`config.mk`:
```
export PLATFORM = sky130hd
export DESIGN_NAME = command_parsed_lifo_stack
export DESIGN_NICKNAME = d
export VERILOG_FILES = /design/src/sv/clps_pkg.sv /design/src/sv/clps_datapath.sv /design/src/sv/clps_ctrl.sv /design/src/sv/command_parsed_lifo_stack.sv
export SDC_FILE = /design/constraint.sdc
export NUM_CORES = 1
export LEC_CHECK = 0
export ABC_CLOCK_PERIOD_IN_PS = 12600
export BUFFER_PORTS_ARGS = -buffer_cell sky130_fd_sc_hd__buf_4
export CORE_ASPECT_RATIO = 1.75
export CORE_UTILIZATION = 48
export CTS_CLUSTER_SIZE = 40
export DETAILED_ROUTE_END_ITERATION = 10
export SLEW_MARGIN = 20
export SYNTH_ARGS = -nofsm -noshare
export SYNTH_HDL_FRONTEND = slang
export SYNTH_HIERARCHICAL = 1
export SYNTH_SLANG_ARGS = --single-unit
export TNS_END_PERCENT = 20
```
`constraint.sdc`:
```
create_clock -name clk -period 12.6 [get_ports clk]
set_clock_uncertainty 0.1 [all_clocks]
set_input_delay 3.15 -clock clk [delete_from_list [all_inputs] [get_ports clk]]
set_output_delay 3.15 -clock clk [all_outputs]
set_load 0.01 [all_outputs]
```
`src/sv/clps_pkg.sv`:
```
`default_nettype none
// ----------------------------------------------------------------------------
// clps_pkg - shared definitions for the command parsed lifo stack
// stack sizing, result status codes and the controller to datapath bundles
// ----------------------------------------------------------------------------
package clps_pkg;

  localparam int STACK_DEPTH = 5;
  localparam int CNT_W       = $clog2(STACK_DEPTH + 1);
  localparam int ADDR_W      = (STACK_DEPTH > 1) ? $clog2(STACK_DEPTH) : 1;
  localparam int VAL_W       = 32;
  localparam int STAT_W      = 3;

  // result status codes
  localparam logic [STAT_W-1:0] STAT_PUSHED     = 3'd0;
  localparam logic [STAT_W-1:0] STAT_POPPED     = 3'd1;
  localparam logic [STAT_W-1:0] STAT_FULL       = 3'd2;
  localparam logic [STAT_W-1:0] STAT_EMPTY      = 3'd3;
  localparam logic [STAT_W-1:0] STAT_ILLEGAL    = 3'd4;
  localparam logic [STAT_W-1:0] STAT_SHOW       = 3'd5;
  localparam logic [STAT_W-1:0] STAT_SHOW_EMPTY = 3'd6;

  // result value source
  localparam logic [1:0] VAL_ZERO = 2'd0;
  localparam logic [1:0] VAL_ACC  = 2'd1;
  localparam logic [1:0] VAL_MEM  = 2'd2;

  // stack read address source
  localparam logic [1:0] RD_TOP   = 2'd0;
  localparam logic [1:0] RD_FIRST = 2'd1;
  localparam logic [1:0] RD_NEXT  = 2'd2;

  typedef struct packed {
    logic               acc_digit;  // fold in_ch into the accumulator
    logic               acc_clear;
    logic               do_push;
    logic               do_pop;
    logic               rd_en;
    logic [1:0]         rd_sel;
    logic               emit;
    logic [STAT_W-1:0]  status;
    logic [1:0]         val_sel;
    logic               last_from_idx;
  } clps_cmd_t;

  typedef struct packed {
    logic cnt_zero;
    logic cnt_full;
    logic idx_last;
  } clps_stat_t;

endpackage
`default_nettype wire

```
`src/sv/clps_datapath.sv`:
```
`default_nettype none
// ----------------------------------------------------------------------------
// clps_datapath - stack memory, entry count, digit accumulator, result regs
// carries out the commands of the controller, reports stack fill status
// ----------------------------------------------------------------------------
module clps_datapath
  import clps_pkg::*;
(
  input  wire logic              clk,
  input  wire logic              rst_n,
  input  wire logic [7:0]        in_ch,
  input  wire clps_cmd_t         cmd,
  output clps_stat_t             stat,
  output logic                   out_strobe,
  output logic [STAT_W-1:0]      out_status,
  output logic [VAL_W-1:0]       out_value,
  output logic                   out_last
);

  logic [VAL_W-1:0]  mem [STACK_DEPTH];
  logic [VAL_W-1:0]  rd_data_r;
  logic [CNT_W-1:0]  cnt_r, cnt_nxt;
  logic [ADDR_W-1:0] idx_r, idx_nxt;
  logic [ADDR_W-1:0] rd_addr;
  logic [ADDR_W-1:0] wr_addr;
  logic [VAL_W-1:0]  acc_r, acc_nxt;
  logic              strobe_r;
  logic [STAT_W-1:0] status_r;
  logic [VAL_W-1:0]  value_r;
  logic              last_r;
  logic [VAL_W-1:0]  val_mux;

  assign stat.cnt_zero = (cnt_r == '0);
  assign stat.cnt_full = (cnt_r >= CNT_W'(STACK_DEPTH));
  assign stat.idx_last = ((CNT_W'(idx_r) + CNT_W'(1)) == cnt_r);

  assign wr_addr = ADDR_W'(cnt_r);

  always_comb begin
    case (cmd.rd_sel)
      RD_TOP:   rd_addr = ADDR_W'(cnt_r - CNT_W'(1));
      RD_FIRST: rd_addr = '0;
      RD_NEXT:  rd_addr = idx_r + ADDR_W'(1);
      default:  rd_addr = '0;
    endcase
  end

  always_comb begin
    cnt_nxt = cnt_r;
    if (cmd.do_push) begin
      cnt_nxt = cnt_r + CNT_W'(1);
    end else if (cmd.do_pop) begin
      cnt_nxt = cnt_r - CNT_W'(1);
    end
    idx_nxt = idx_r;
    if (cmd.rd_en) begin
      idx_nxt = rd_addr;
    end
  end

  // value * 10 + digit, wrapping at 32 bits
  always_comb begin
    acc_nxt = acc_r;
    if (cmd.acc_clear) begin
      acc_nxt = '0;
    end else if (cmd.acc_digit) begin
      acc_nxt = (acc_r << 3) + (acc_r << 1) + VAL_W'(in_ch[3:0]);
    end
  end

  always_comb begin
    case (cmd.val_sel)
      VAL_ACC: val_mux = acc_r;
      VAL_MEM: val_mux = rd_data_r;
      default: val_mux = '0;
    endcase
  end

  always_ff @(posedge clk) begin
    if (cmd.do_push) begin
      mem[wr_addr] <= acc_r;
    end
    if (cmd.rd_en) begin
      rd_data_r <= mem[rd_addr];
    end
  end

  always_ff @(posedge clk) begin
    if (!rst_n) begin
      cnt_r    <= '0;
      acc_r    <= '0;
      strobe_r <= 1'b0;
    end else begin
      cnt_r    <= cnt_nxt;
      acc_r    <= acc_nxt;
      strobe_r <= cmd.emit;
    end
  end

  always_ff @(posedge clk) begin
    idx_r <= idx_nxt;
    if (cmd.emit) begin
      status_r <= cmd.status;
      value_r  <= val_mux;
      last_r   <= cmd.last_from_idx ? stat.idx_last : 1'b1;
    end
  end

  assign out_strobe = strobe_r;
  assign out_status = status_r;
  assign out_value  = value_r;
  assign out_last   = last_r;

  a_cnt_bound: assert property (@(posedge clk) disable iff (!rst_n)
    cnt_r <= CNT_W'(STACK_DEPTH))
    else $error("entry count above stack depth");

  a_push_room: assert property (@(posedge clk) disable iff (!rst_n)
    cmd.do_push |-> !stat.cnt_full)
    else $error("push on full stack");

  a_pop_count: assert property (@(posedge clk) disable iff (!rst_n)
    cmd.do_pop |=> cnt_r == $past(cnt_r) - CNT_W'(1))
    else $error("pop did not drop the entry count");

  a_next_in_range: assert property (@(posedge clk) disable iff (!rst_n)
    (cmd.rd_en && cmd.rd_sel == RD_NEXT) |-> !stat.idx_last)
    else $error("show walk past top entry");

endmodule
`default_nettype wire

```
`src/sv/clps_ctrl.sv`:
```
`default_nettype none
// ----------------------------------------------------------------------------
// clps_ctrl - command text parser and line end sequencer
// tracks the command phase per character, feeds push digits to the datapath and acts at line end
// ----------------------------------------------------------------------------
module clps_ctrl
  import clps_pkg::*;
(
  input  wire logic        clk,
  input  wire logic        rst_n,
  input  wire logic        start,
  input  wire logic [7:0]  in_ch,
  input  wire logic        in_line_end,
  input  wire clps_stat_t  stat,
  output logic             busy,
  output clps_cmd_t        cmd
);

  localparam logic [7:0] CH_P   = 8'h70;
  localparam logic [7:0] CH_U   = 8'h75;
  localparam logic [7:0] CH_S   = 8'h73;
  localparam logic [7:0] CH_H   = 8'h68;
  localparam logic [7:0] CH_O   = 8'h6f;
  localparam logic [7:0] CH_W   = 8'h77;
  localparam logic [7:0] CH_LP  = 8'h28;
  localparam logic [7:0] CH_RP  = 8'h29;
  localparam logic [7:0] CH_0   = 8'h30;
  localparam logic [7:0] CH_9   = 8'h39;

  localparam logic [3:0] PH_START     = 4'd0;
  localparam logic [3:0] PH_P         = 4'd1;
  localparam logic [3:0] PH_PU        = 4'd2;
  localparam logic [3:0] PH_PUS       = 4'd3;
  localparam logic [3:0] PH_PUSH      = 4'd4;
  localparam logic [3:0] PH_DIGITS    = 4'd5;
  localparam logic [3:0] PH_PUSH_DONE = 4'd6;
  localparam logic [3:0] PH_PO        = 4'd7;
  localparam logic [3:0] PH_POP_DONE  = 4'd8;
  localparam logic [3:0] PH_S         = 4'd9;
  localparam logic [3:0] PH_SH        = 4'd10;
  localparam logic [3:0] PH_SHO       = 4'd11;
  localparam logic [3:0] PH_SHOW_DONE = 4'd12;

  localparam logic [1:0] KIND_NONE = 2'd0;
  localparam logic [1:0] KIND_PUSH = 2'd1;
  localparam logic [1:0] KIND_POP  = 2'd2;
  localparam logic [1:0] KIND_SHOW = 2'd3;

  localparam logic [1:0] S_IDLE     = 2'd0;
  localparam logic [1:0] S_POP_OUT  = 2'd1;
  localparam logic [1:0] S_SHOW_OUT = 2'd2;

  logic [1:0] state_r, state_nxt;
  logic [3:0] phase_r, phase_nxt;
  logic [1:0] kind_r, kind_nxt;
  logic       bad_r, bad_nxt;
  logic       accept;
  logic       is_digit;
  logic       legal_push, legal_pop, legal_show;

  assign busy     = (state_r != S_IDLE);
  assign accept   = start && !busy;
  assign is_digit = in_ch inside {[CH_0:CH_9]};

  assign legal_push = !bad_r && phase_r == PH_PUSH_DONE && kind_r == KIND_PUSH;
  assign legal_pop  = !bad_r && phase_r == PH_POP_DONE  && kind_r == KIND_POP;
  assign legal_show = !bad_r && phase_r == PH_SHOW_DONE && kind_r == KIND_SHOW;

  always_comb begin
    state_nxt = state_r;
    phase_nxt = phase_r;
    kind_nxt  = kind_r;
    bad_nxt   = bad_r;
    cmd       = '0;
    cmd.status  = STAT_ILLEGAL;
    cmd.val_sel = VAL_ZERO;
    cmd.rd_sel  = RD_TOP;

    case (state_r)
      S_IDLE: begin
        if (accept && !in_line_end && !bad_r) begin
          // one parser step per character
          bad_nxt = 1'b1;
          case (phase_r)
            PH_START: begin
              if (in_ch == CH_P) begin
                phase_nxt = PH_P; bad_nxt = 1'b0;
              end else if (in_ch == CH_S) begin
                phase_nxt = PH_S; kind_nxt = KIND_SHOW; bad_nxt = 1'b0;
              end
            end
            PH_P: begin
              if (in_ch == CH_U) begin
                phase_nxt = PH_PU; kind_nxt = KIND_PUSH; bad_nxt = 1'b0;
              end else if (in_ch == CH_O) begin
                phase_nxt = PH_PO; kind_nxt = KIND_POP; bad_nxt = 1'b0;
              end
            end
            PH_PU: begin
              if (in_ch == CH_S) begin
                phase_nxt = PH_PUS; bad_nxt = 1'b0;
              end
            end
            PH_PUS: begin
              if (in_ch == CH_H) begin
                phase_nxt = PH_PUSH; bad_nxt = 1'b0;
              end
            end
            PH_PUSH: begin
              if (in_ch == CH_LP) begin
                phase_nxt = PH_DIGITS; bad_nxt = 1'b0;
              end
            end
            PH_DIGITS: begin
              if (is_digit) begin
                cmd.acc_digit = 1'b1; bad_nxt = 1'b0;
              end else if (in_ch == CH_RP) begin
                phase_nxt = PH_PUSH_DONE; bad_nxt = 1'b0;
              end
            end
            PH_PO: begin
              if (in_ch == CH_P) begin
                phase_nxt = PH_POP_DONE; bad_nxt = 1'b0;
              end
            end
            PH_S: begin
              if (in_ch == CH_H) begin
                phase_nxt = PH_SH; bad_nxt = 1'b0;
              end
            end
            PH_SH: begin
              if (in_ch == CH_O) begin
                phase_nxt = PH_SHO; bad_nxt = 1'b0;
              end
            end
            PH_SHO: begin
              if (in_ch == CH_W) begin
                phase_nxt = PH_SHOW_DONE; bad_nxt = 1'b0;
              end
            end
            default: bad_nxt = 1'b1;
          endcase
        end else if (accept && in_line_end) begin
          // act on the line, then back to start of line
          phase_nxt     = PH_START;
          kind_nxt      = KIND_NONE;
          bad_nxt       = 1'b0;
          cmd.acc_clear = 1'b1;
          if (legal_push) begin
            cmd.emit = 1'b1;
            if (stat.cnt_full) begin
              cmd.status = STAT_FULL;
            end else begin
              cmd.do_push = 1'b1;
              cmd.status  = STAT_PUSHED;
              cmd.val_sel = VAL_ACC;
            end
          end else if (legal_pop) begin
            if (stat.cnt_zero) begin
              cmd.emit   = 1'b1;
              cmd.status = STAT_EMPTY;
            end else begin
              cmd.do_pop = 1'b1;
              cmd.rd_en  = 1'b1;
              cmd.rd_sel = RD_TOP;
              state_nxt  = S_POP_OUT;
            end
          end else if (legal_show) begin
            if (stat.cnt_zero) begin
              cmd.emit   = 1'b1;
              cmd.status = STAT_SHOW_EMPTY;
            end else begin
              cmd.rd_en  = 1'b1;
              cmd.rd_sel = RD_FIRST;
              state_nxt  = S_SHOW_OUT;
            end
          end else begin
            cmd.emit   = 1'b1;
            cmd.status = STAT_ILLEGAL;
          end
        end
      end
      S_POP_OUT: begin
        cmd.emit    = 1'b1;
        cmd.status  = STAT_POPPED;
        cmd.val_sel = VAL_MEM;
        state_nxt   = S_IDLE;
      end
      S_SHOW_OUT: begin
        cmd.emit          = 1'b1;
        cmd.status        = STAT_SHOW;
        cmd.val_sel       = VAL_MEM;
        cmd.last_from_idx = 1'b1;
        if (stat.idx_last) begin
          state_nxt = S_IDLE;
        end else begin
          cmd.rd_en  = 1'b1;
          cmd.rd_sel = RD_NEXT;
        end
      end
      default: state_nxt = S_IDLE;
    endcase
  end

  always_ff @(posedge clk) begin
    if (!rst_n) begin
      state_r <= S_IDLE;
      phase_r <= PH_START;
      kind_r  <= KIND_NONE;
      bad_r   <= 1'b0;
    end else begin
      state_r <= state_nxt;
      phase_r <= phase_nxt;
      kind_r  <= kind_nxt;
      bad_r   <= bad_nxt;
    end
  end

  a_pop_one_cycle: assert property (@(posedge clk) disable iff (!rst_n)
    state_r == S_POP_OUT |=> state_r == S_IDLE)
    else $error("pop result state held");

  a_busy_no_parse: assert property (@(posedge clk) disable iff (!rst_n)
    busy |-> !cmd.acc_digit && !cmd.do_push && !cmd.do_pop)
    else $error("stack or parser touched while busy");

  a_line_end_resets: assert property (@(posedge clk) disable iff (!rst_n)
    (accept && in_line_end) |=> phase_r == PH_START && !bad_r && kind_r == KIND_NONE)
    else $error("parser not back at start of line");

endmodule
`default_nettype wire

```
`src/sv/command_parsed_lifo_stack.sv`:
```
`default_nettype none
// ----------------------------------------------------------------------------
// command_parsed_lifo_stack - text command driven lifo stack
// parses push(n), pop and show lines and runs them on a small integer stack
// ----------------------------------------------------------------------------
// An item is one character (in_line_end low) or an end-of-line mark
// (in_line_end high, in_ch ignored); it is taken on a clock edge with start
// high and busy low. Characters are taken one per cycle while busy is low
// and never raise busy. At a line end the block answers with a status code
// on out_status, a value and a last flag, valid while out_strobe is high; the
// receiver cannot stall, so it must take every strobe. push, full, empty,
// illegal and show-empty answers come out the cycle after the line end and
// busy stays low. pop holds busy for one cycle and answers from the
// registered read of the top entry. show on N entries holds busy while it
// gives N results on consecutive cycles, bottom entry first, each from the
// registered read of the stack memory, so pop and show answer later than
// the other commands. Entries are unknown until pushed, but only pushed
// entries are ever read.
// ----------------------------------------------------------------------------
module command_parsed_lifo_stack
  import clps_pkg::*;
(
  input  wire logic              clk,
  input  wire logic              rst_n,
  input  wire logic              start,
  output logic                   busy,
  input  wire logic [7:0]        in_ch,
  input  wire logic              in_line_end,
  output logic                   out_strobe,
  output logic [STAT_W-1:0]      out_status,
  output logic [VAL_W-1:0]       out_value,
  output logic                   out_last
);

  // controller to datapath command bundle and status back
  clps_cmd_t  cmd;
  clps_stat_t stat;

  // parser and line end sequencer
  clps_ctrl u_ctrl (
    .clk         (clk),
    .rst_n       (rst_n),
    .start       (start),
    .in_ch       (in_ch),
    .in_line_end (in_line_end),
    .stat        (stat),
    .busy        (busy),
    .cmd         (cmd)
  );

  // stack memory, count, accumulator and result registers
  clps_datapath u_dp (
    .clk        (clk),
    .rst_n      (rst_n),
    .in_ch      (in_ch),
    .cmd        (cmd),
    .stat       (stat),
    .out_strobe (out_strobe),
    .out_status (out_status),
    .out_value  (out_value),
    .out_last   (out_last)
  );

endmodule
`default_nettype wire
```
==> results of run 1 <==
[layout make-up]
cell class	count	area, sq um
Tap cell	369	462
Sequential cell	276	7840
Multi-Input combinational cell	836	5100
Inverter	24	90.1
Clock inverter	9	75.1
Fill cell	2443	12500
Clock buffer	35	673
Timing Repair Buffer	65	508
[cell families after synthesis]
kind of cell | after synthesis
and+or+nand+nor | 474
DFF | 276
AOI/OAI and AO/OA | 244
buffers and inverters | 86
adders and majority gates | 70
xor gates and xnor gates | 29
muxes | 19
[power breakdown]
| part | switching, W | internal [W] | total (W) |
|---|---|---|---|
| clock | 0.000322 | 0.000394 | 0.000716 |
| sequential | 0.000000489 | 0.000976 | 0.000977 |
| combinational | 0.0000140 | 0.00000774 | 0.0000218 |
| total | 0.000336 | 0.00138 | 0.00171 |
[synthesized netlist by cell type (all sizes together), types with 3 or more instances]
| cell type | count | area share (%) |
|---|---|---|
| a32o | 4 | 0.30 |
| or3 | 3 | 0.14 |
| or2b | 3 | 0.19 |
| a21oi | 40 | 1.5 |
| dfxtp | 45 | 6.8 |
| a211o | 3 | 0.20 |
| mux2i | 19 | 1.4 |
| nor2 | 80 | 2.3 |
| inv | 23 | 0.65 |
| nor3b | 5 | 0.28 |
| xnor2 | 16 | 1.1 |
| nand2b | 12 | 0.57 |
| nor3 | 24 | 0.91 |
| nor4 | 5 | 0.24 |
| o211ai | 6 | 0.34 |
| nand2 | 251 | 7.1 |
| buf | 27 | 1.2 |
| ha | 68 | 6.4 |
| a21o | 19 | 1.1 |
| a22oi | 33 | 1.9 |
| o21ai | 88 | 3.3 |
| nand3 | 50 | 1.9 |
| a211oi | 7 | 0.57 |
| and2 | 5 | 0.25 |
| nand4 | 11 | 0.52 |
| a31oi | 14 | 0.66 |
| edfxtp | 231 | 52 |
| and3 | 3 | 0.15 |
| clkbuf | 35 | 1.1 |
| o31ai | 6 | 0.38 |
| xor2 | 13 | 0.86 |
| o21a | 6 | 0.34 |
| nor2b | 9 | 0.42 |
[registers in the layout, indices dropped and copies added (netlist names), 3 cells and up]
signal,cells
u_dp/cnt_r,3
u_dp/rd_data_r,32
u_dp/mem,160
u_dp/out_value,32
u_ctrl/phase_r,4
u_dp/idx_r,3
u_dp/acc_r,32
u_dp/out_status,3
[per-layer routing]
metal	wire [microns]	GRT usage (%)
met4	919	8.05
met1	12400	25.9
met5	0	0
met2	16200	41.3
met3	864	1.76
[layout by cell type, fill, tap and decap left out, types with 19 or more instances in the layout]
cell       netlist  final
a21o_1          19     19
clkbuf_16        0     25
a22oi_1         33     33
nor3_1          24     22
dfxtp_1         45     45
mux2i_1         19     19
a21oi_1         39     39
nor2_1          80     76
o21ai_0         86     85
inv_1           21     19
nand3_1         49     49
edfxtp_1       231    231
ha_1            68     68
nand2_1        250    250
buf_4            1     64
[through the flow]
| step | area, sq um | cells | total power [W] | util [%] |
|---|---|---|---|---|
| after floorplan | 13300 | 1198 | 0.00101 | - |
| after global placement | 14000 | 1569 | 0.00102 | 51.3 |
| after detailed placement | 14000 | 1569 | 0.00102 | 51.3 |
| after CTS | 14700 | 1613 | 0.00173 | 54.0 |
| after global routing | 14700 | 1614 | 0.00176 | 54.1 |
| final | 14700 | 1614 | 0.00171 | 54.1 |
[worst max path at each step]
| stage | to | slack (ns) | cells after the start |
|---|---|---|---|
| after global placement | u_dp/rd_data_r[24] | 6.00 | 12 |
| after floorplan | u_dp/mem[4][0] | 5.62 | 4 |
| after CTS | u_dp/rd_data_r[26] | 6.48 | 12 |
| after global routing | u_dp/rd_data_r[16] | 6.19 | 12 |
| after detailed placement | u_dp/rd_data_r[26] | 5.91 | 12 |
| final | u_dp/rd_data_r[26] | 6.49 | 12 |
==> key figures, run 1 <==
Status
  • Status: completed

STA
  • Hold Fails Final Rpt: 0
  • Setup TNS: 0 ns
  • Slew margin rel.: 27.1%
  • Endpoints failing setup: 0
  • Setup WS post-layout: 6.49 ns
  • RSZ-0062 raised after global routing: no
  • Min Tclk post-route: 6.11 ns
  • Fin Hold WS: 0.417 ns
  • Fmax: 164 MHz
  • Final slew viol count: 0
  • Final Cycle Share: 48.5%
  • Least-Margin Pin Slew: 1.09 ns

Pwr
  • VDD IR max: 84.4 uV
  • Leakage: 5.66 nW
  • Pwr dens: 116 nW/um^2

Setup path
  • Critical path class: in2reg
  • Family with the most delay on the worst path: simple AND/OR/NAND/NOR gates
  • Critical path data arrival time: 6.24 ns
  • Critical-path maximum fanout: 65
  • Slowest cell on crit path: nor4_1
  • Critical path launch point: in_line_end
  • Setup slack, reg-to-reg: 8.30 ns
  • Worst Setup End Kind: flip-flop
  • Reg-to-Reg Start: u_dp/cnt_r[0]
  • Worst Path Required: 12.73 ns
  • Crit path cell chain: buf_4, nand3_2, or3_1, nor4_1, a211o_2, buf_4, inv_2, buf_4, nand2_1, nand2_1, o21ai_0, o21ai_0
  • CP dominant cell by count: buf_4
  • Crit path buffers/inverters: 4
  • Reg-to-reg endpoint: u_dp/rd_data_r[26]
  • Largest stage delay, worst path: 0.61 ns
  • Type of origin of the critical path: primary input
  • Cell count of the worst reg-to-reg path: 13

Logic synthesis
  • Async SR Flop Fraction: 0%
  • Syn Nets: 1280
  • Mux contribution to synthesized area: 1.43%
  • Synth Area in Compound Gates: 12.0%
  • Synthesized cell area: 13300 sq um
  • Post-Synth Adder-Cell Area: 6.71%
  • Most used DFF post-synth: edfxtp_1
  • Number of enable flip-flop cells after synthesis: 231
  • Synth Area in XOR/XNOR: 1.91%
  • Cells after Synth: 1198
  • Post-Synth Simple-Gate Area: 15.9%
  • Post-synthesis register bit count: 276
  • Largest family of logic cells by synthesized area: simple AND/OR/NAND/NOR gates
  • Warnings from Yosys: 6
  • Sequential share of the synthesized area: 59.1%
  • Yosys cell types: 77
  • Syn_area_per_cell: 11.1 sq um

Hold path
  • WHS Endpoint: u_ctrl/kind_r[1]
  • Hold Path Origin: u_ctrl/kind_r[1]
  • Worst hold path class: reg2reg
  • Min-Delay Path Depth: 1

Global routing
  • Largest net degree at the start of global routing: 66
  • Antenna violations before repair: 0
  • Global-route usage over all layers: 22.1%
  • Gr ovfl total: 0
  • Vias in the first global route: 8956
  • First-pass GRT wire length: 48.5 mm

Layout
  • Area grow syn2layout: 11.1%
  • Nets: 1310
  • Share of cells above drive strength 1: 10.6%
  • Ant. Diodes: 0

Clocking
  • Reg clk slew, reported paths: 0.07 ns
  • Post-CTS Setup Inserts: 0
  • Clock Latency Late Sink: 0.53 ns
  • CTS tree: yes
  • Root Driver: clkbuf_16
  • CTS buffer count: 25
  • Number of gates resized after cts: 0
  • Clock sinks: 276
  • H-tree Lvls: 1
  • Worst-case clock buffer depth: 3
  • Post-CTS Hold Buffers: 0

Floorplan
  • Core area: 27200 sq um
  • # IOs: 50
  • Initial Util: 48.7%
  • Width of the die: 128 microns
  • Row count: 80
  • Die Y: 222 microns
  • Die footprint: 28300 sq um

Place
  • Place WS: 5.91 ns
  • Post-DP HPWL: 18.9 mm
  • Port-buffer cells: 49
  • Routability congestion estimate: 0.861

Drt
  • Initial drt markers: 489
  • DR pass1 iterations: 5
  • Via/cell ratio: 5.67
  • DRC: 0
  • Final wirelength: 30.4 mm
  • Via count: 9146
  • ANT nets after route: 0
  • DR WL/cell: 18.8 microns

Job
  • Max Cap Violations: 0
(Power assumes the default switching activity.)
==> run 2, diff against run 1 <==
Settings changed: ABC_AREA set to 1, ABC_CLOCK_PERIOD_IN_PS 12600 to 6300.
Clock period 12.6 ns to 6.3 ns, I/O delays scaled along.
==> key figures, run 2 <==
Status
  • Status: completed

STA
  • Min Tclk post-route: 3.95 ns
  • Hold Fails Final Rpt: 0
  • RSZ-0062 raised after global routing: no
  • Final Cycle Share: 62.7%
  • Endpoints failing setup: 0
  • Setup TNS: 0 ns
  • Slew margin rel.: 34.5%
  • Final slew viol count: 0
  • Least-Margin Pin Slew: 0.981 ns
  • Fmax: 253 MHz

Clocking
  • Reg clk slew, reported paths: 0.07 ns
  • Number of gates resized after cts: 0
  • CTS buffer count: 26
  • Clock sinks: 276
  • Clock Latency Late Sink: 0.54 ns
  • H-tree Lvls: 1
  • Post-CTS Setup Inserts: 0
  • Post-CTS Hold Buffers: 0
  • Worst-case clock buffer depth: 3
  • CTS tree: yes
  • Root Driver: clkbuf_16

Place
  • Routability congestion estimate: 0.881
  • Placed cell count: 1940
  • Post-DP HPWL: 22.6 mm
  • Port-buffer cells: 49
  • DP Area: 14700 sq um

Logic synthesis
  • Number of enable flip-flop cells after synthesis: 231
  • Top-area cell type share of the netlist area: 49.6%
  • Yosys cell types: 46
  • Top post-synthesis cells by count: 337 x nand2_1, 312 x nor2_1, 231 x edfxtp_1, 177 x inv_1, 68 x ha_1
  • Area leader, netlist: edfxtp_1
  • Cells after Synth: 1547
  • Syn Nets: 1629
  • Count leader, synth: nand2_1
  • Sequential share of the synthesized area: 56.0%
  • Most used DFF post-synth: edfxtp_1
  • Synthesized cell area: 14000 sq um
  • Synth top area cells: edfxtp_1 50%, nand2_1 9.0%, nor2_1 8.4%, dfxtp_1 6.4%, ha_1 6.1%
  • Post-synthesis register bit count: 276
  • Async SR Flop Fraction: 0%
  • Syn_area_per_cell: 9.04 sq um
  • Warnings from Yosys: 6

Global routing
  • Global-route usage over all layers: 23.6%
  • Antenna violations before repair: 0
  • Gr ovfl total: 0
  • First-pass GRT wire length: 53.2 mm
  • Largest net degree at the start of global routing: 66
  • Vias in the first global route: 10309

Pwr
  • Pwr dens: 349 nW/um^2
  • Leakage: 6.61 nW
  • VDD IR max: 426 uV
  • Design Power: 0.00543 W

Setup path
  • Worst Path Required: 6.46 ns
  • Slowest cell on crit path: inv_2
  • Critical path class: in2reg
  • Type of origin of the critical path: primary input
  • Critical-path maximum fanout: 34
  • CP dominant cell by count: inv_1
  • Worst Setup End Kind: flip-flop
  • Crit path cell chain: buf_4, inv_1, nor2_4, inv_1, nor2_1, inv_1, nor4_1, inv_1, nand2_2, o22ai_4, buf_4, inv_2, nor2_1, o21ai_1, a31oi_1
  • Largest stage delay, worst path: 0.61 ns
  • Critical path data arrival time: 4.11 ns

Layout
  • Area of the multi-input gates: 5250 sq um
  • Fin cells: 1988
  • Layout Utilization: 54.3%
  • Most frequent cells in the layout: 337 x nand2_1, 310 x nor2_1, 231 x edfxtp_1
  • Nets: 1672
  • Ant. Diodes: 0
  • Biggest register: u_dp/mem
  • Filler Cell Count: 2571
  • Register Area: 7840 sq um
  • Final Instance Area: 15500 sq um
  • Commonest non-fill, non-tap cell in the layout: nand2_1
  • Share of cells above drive strength 1: 8.57%
  • Max reg flops: 160
  • Area grow syn2layout: 11.1%

Drt
  • ANT nets after route: 0
  • DRC: 0
  • Initial drt markers: 625
  • Via count: 10301
  • DR WL/cell: 17.0 microns
  • DR pass1 iterations: 4
  • Final wirelength: 33.9 mm
  • Via/cell ratio: 5.18

Floorplan
  • Row count: 82
  • Width of the die: 131 microns
  • Initial Util: 48.9%
  • # IOs: 50
  • Die Y: 228 microns
  • Die footprint: 29900 sq um
  • Core area: 28600 sq um

Hold path
  • Worst hold path class: reg2reg

Job
  • Max Cap Violations: 0
==> run 2: cell types whose count changed after synthesis, sizes merged, moves of 18 or more <==
cell   before  now
nor2       80  315
inv        23  186
nand2     251  342
a22oi      33    0
a21oi      40   70
a31oi      14   33
mux2i      19    0
a21o       19    1
==> run 2: cells by family (layout without fill, tap and decap cells) <==
family          Yosys count  after routing  share of synthesized area, %
simple gates            739            739                          21.1
flops                   276            276                          56.0
buf+inv                 232            295                          6.78
compound gates          207            207                          8.26
fa+ha+maj                70             70                          6.37
xor+xnor                 23             23                          1.44
==> run 2: stage by stage <==
stage               hold WS, ns  setup slack, ns
finish                    0.400             2.35
global route              0.417             2.08
CTS                       0.401             2.37
detailed placement        0.391             1.79
global placement          0.367             1.87
floorplan                 0.352             1.26
==> run 2: layout make-up <==
type                    instances  share of cell area, %
repair buffers                 60                   2.90
inverters                     187                   4.53
clock buffers                  37                   4.72
well taps                     378                   3.04
flip-flops and latches        276                   50.4
multi-input cells            1039                   33.8
clock inverters                11                  0.604
==> run 2: report_power, final <==
part	total, W	switching [W]	internal, W
Combinational	0.00158	0.00110	0.000474
Sequential	0.00233	0.0000742	0.00226
Clock	0.00152	0.000663	0.000856
==> run 2: worst max-delay path, delay by kind of cell <==
family	cells	cell delay, ns
AO/OA/AOI/OAI	3	0.31
buffers and inverters	7	1.32
AND/OR/NAND/NOR	5	0.89
==> run 2: worst paths after layout <==
kind | startpoint | end | cells after the start | slack, ns
min | u_ctrl/kind_r[0] | u_ctrl/kind_r[0] | 2 | 0.40
min reg2reg | u_ctrl/kind_r[0] | u_ctrl/kind_r[0] | 2 | 0.40
max reg2reg | u_ctrl/state_r[0] | u_dp/rd_data_r[10] | 16 | 2.67
max | in_line_end | u_dp/rd_data_r[10] | 15 | 2.35
==> run 2: per-layer routing <==
metal	vias up	track usage, %	share of wire, %
li1	5185	-	-
met1	4819	25.9	39
met2	227	45.4	55
met3	70	2.02	3.5
met4	0	8.94	3.1
met5	-	0	0
==> run 3, diff against run 2 <==
Settings changed: ABC_CLOCK_PERIOD_IN_PS 6300 to 4100.
Clock period 6.3 ns to 4.1 ns, I/O delays scaled along.
==> key figures, run 3 (synthesis results as in run 2) <==
STA
  • Final Cycle Share: 82.4%
  • Setup WS post-layout: 0.722 ns
  • Final slew viol count: 0
  • Least-Margin Pin Slew: 0.865 ns
  • RSZ-0062 raised after global routing: no
  • Min Tclk post-route: 3.38 ns
  • Slew margin rel.: 42.3%
  • Setup TNS: 0 ns
  • Fmax: 296 MHz
  • Endpoints failing setup: 0
  • Hold Fails Final Rpt: 0
  • Fin Hold WS: 0.388 ns

Drt
  • Final wirelength: 33.6 mm
  • Initial drt markers: 662
  • Via/cell ratio: 5.18
  • DRC: 0
  • ANT nets after route: 0
  • Via count: 10335
  • DR WL/cell: 16.8 microns
  • DR pass1 iterations: 5

Layout
  • Ant. Diodes: 0
  • Commonest non-fill, non-tap cell in the layout: nand2_1
  • Layout Utilization: 54.7%
  • Biggest register: u_dp/mem
  • Filler Cell Count: 2584
  • Share of cells above drive strength 1: 8.91%
  • Most frequent cells in the layout: 337 x nand2_1, 310 x nor2_1, 231 x edfxtp_1
  • Max reg flops: 160
  • Area grow syn2layout: 11.9%
  • Nets: 1680

Floorplan
  • # IOs: 50
  • Row count: 82
  • Core area: 28600 sq um
  • Width of the die: 131 microns
  • Die Y: 228 microns
  • Die footprint: 29900 sq um
  • Initial Util: 48.9%

Place
  • Port-buffer cells: 49
  • Place WS: 0.537 ns
  • Routability congestion estimate: 0.901
  • Post-DP HPWL: 22.8 mm

Pwr
  • Leakage: 6.67 nW
  • Pwr dens: 539 nW/um^2
  • VDD IR max: 372 uV

Global routing
  • Vias in the first global route: 10369
  • Antenna violations before repair: 0
  • Gr ovfl total: 0
  • Largest net degree at the start of global routing: 66
  • Global-route usage over all layers: 23.5%
  • First-pass GRT wire length: 53.1 mm

Setup path
  • Critical path data arrival time: 3.67 ns
  • Type of origin of the critical path: flip-flop
  • Worst Setup End Kind: flip-flop
  • Slowest cell on crit path: buf_4
  • Worst Path Required: 4.39 ns
  • Crit path cell chain: ha_1, xnor2_1, xor2_1, nor3_1, nor2_1, nand2_2, or2_4, nand2_4, buf_4, o21ai_0, a31oi_1
  • Critical-path maximum fanout: 65
  • Largest stage delay, worst path: 0.60 ns
  • Critical path class: reg2reg

Clocking
  • Post-CTS Setup Inserts: 0
  • Clock Latency Late Sink: 0.55 ns
  • Post-CTS Hold Buffers: 0
  • Number of gates resized after cts: 0
  • Clock sinks: 276
  • Reg clk slew, reported paths: 0.07 ns
  • CTS tree: yes
  • Root Driver: clkbuf_16
  • CTS buffer count: 26
  • H-tree Lvls: 1
  • Worst-case clock buffer depth: 3

Hold path
  • Worst hold path class: reg2reg

Job
  • Max Cap Violations: 0

Status
  • Status: completed
[run 3: worst paths after layout]
path                         start                 end  slack [ns]  depth (start not counted)
setup reg to reg     u_dp/idx_r[0]  u_dp/rd_data_r[28]        0.72                         11
hold reg to reg   u_ctrl/kind_r[0]    u_ctrl/kind_r[0]        0.39                          2
hold / removal    u_ctrl/kind_r[0]    u_ctrl/kind_r[0]        0.39                          2
setup / recovery     u_dp/idx_r[0]  u_dp/rd_data_r[28]        0.72                         11
[run 3: critical path: cells and delay by family, from the launching register on]
family / cells / cell delay (ns)
xor gates and xnor gates: 2 / 0.45
adders and majority gates: 1 / 0.25
and+or+nand+nor: 5 / 0.97
DFF: 1 / 0.44
AOI/OAI and AO/OA: 2 / 0.36
buffers and inverters: 1 / 0.60
[run 3: area by class of cell]
class	count	area (sq um)	area share, %
Clock buffer	33	707	4.52
Clock inverter	13	111	0.712
Inverter	187	704	4.50
Multi-Input combinational cell	1039	5250	33.6
Sequential cell	276	7840	50.1
Tap cell	378	473	3.02
Timing Repair Buffer	68	561	3.58
[run 3: where the power goes]
part           total (W)  internal, W  leakage [nW]  switching (W)
clock network    0.00232      0.00129         0.398        0.00103
logic            0.00252     0.000805          3.69        0.00172
registers        0.00358      0.00347          2.58       0.000116
total            0.00843      0.00556          6.67        0.00286
[run 3: routing by layer]
metal / GRT usage (%) / share of wire (%) / vias up
met1: 26.0 / 39 / 4805
li1: - / - / 5207
met5: 0 / 0 / -
met4: 11.1 / 4.3 / 0
met3: 2.06 / 3.5 / 83
met2: 43.8 / 53 / 240
[run 3: through the flow]
stage,area [sq um],cells,power (W)
CTS,15600,1994,0.00852
finish,15600,1994,0.00843
global route,15600,1994,0.00888
detailed placement,14800,1948,0.00620
global placement,14800,1948,0.00618
floorplan,14000,1547,0.00526
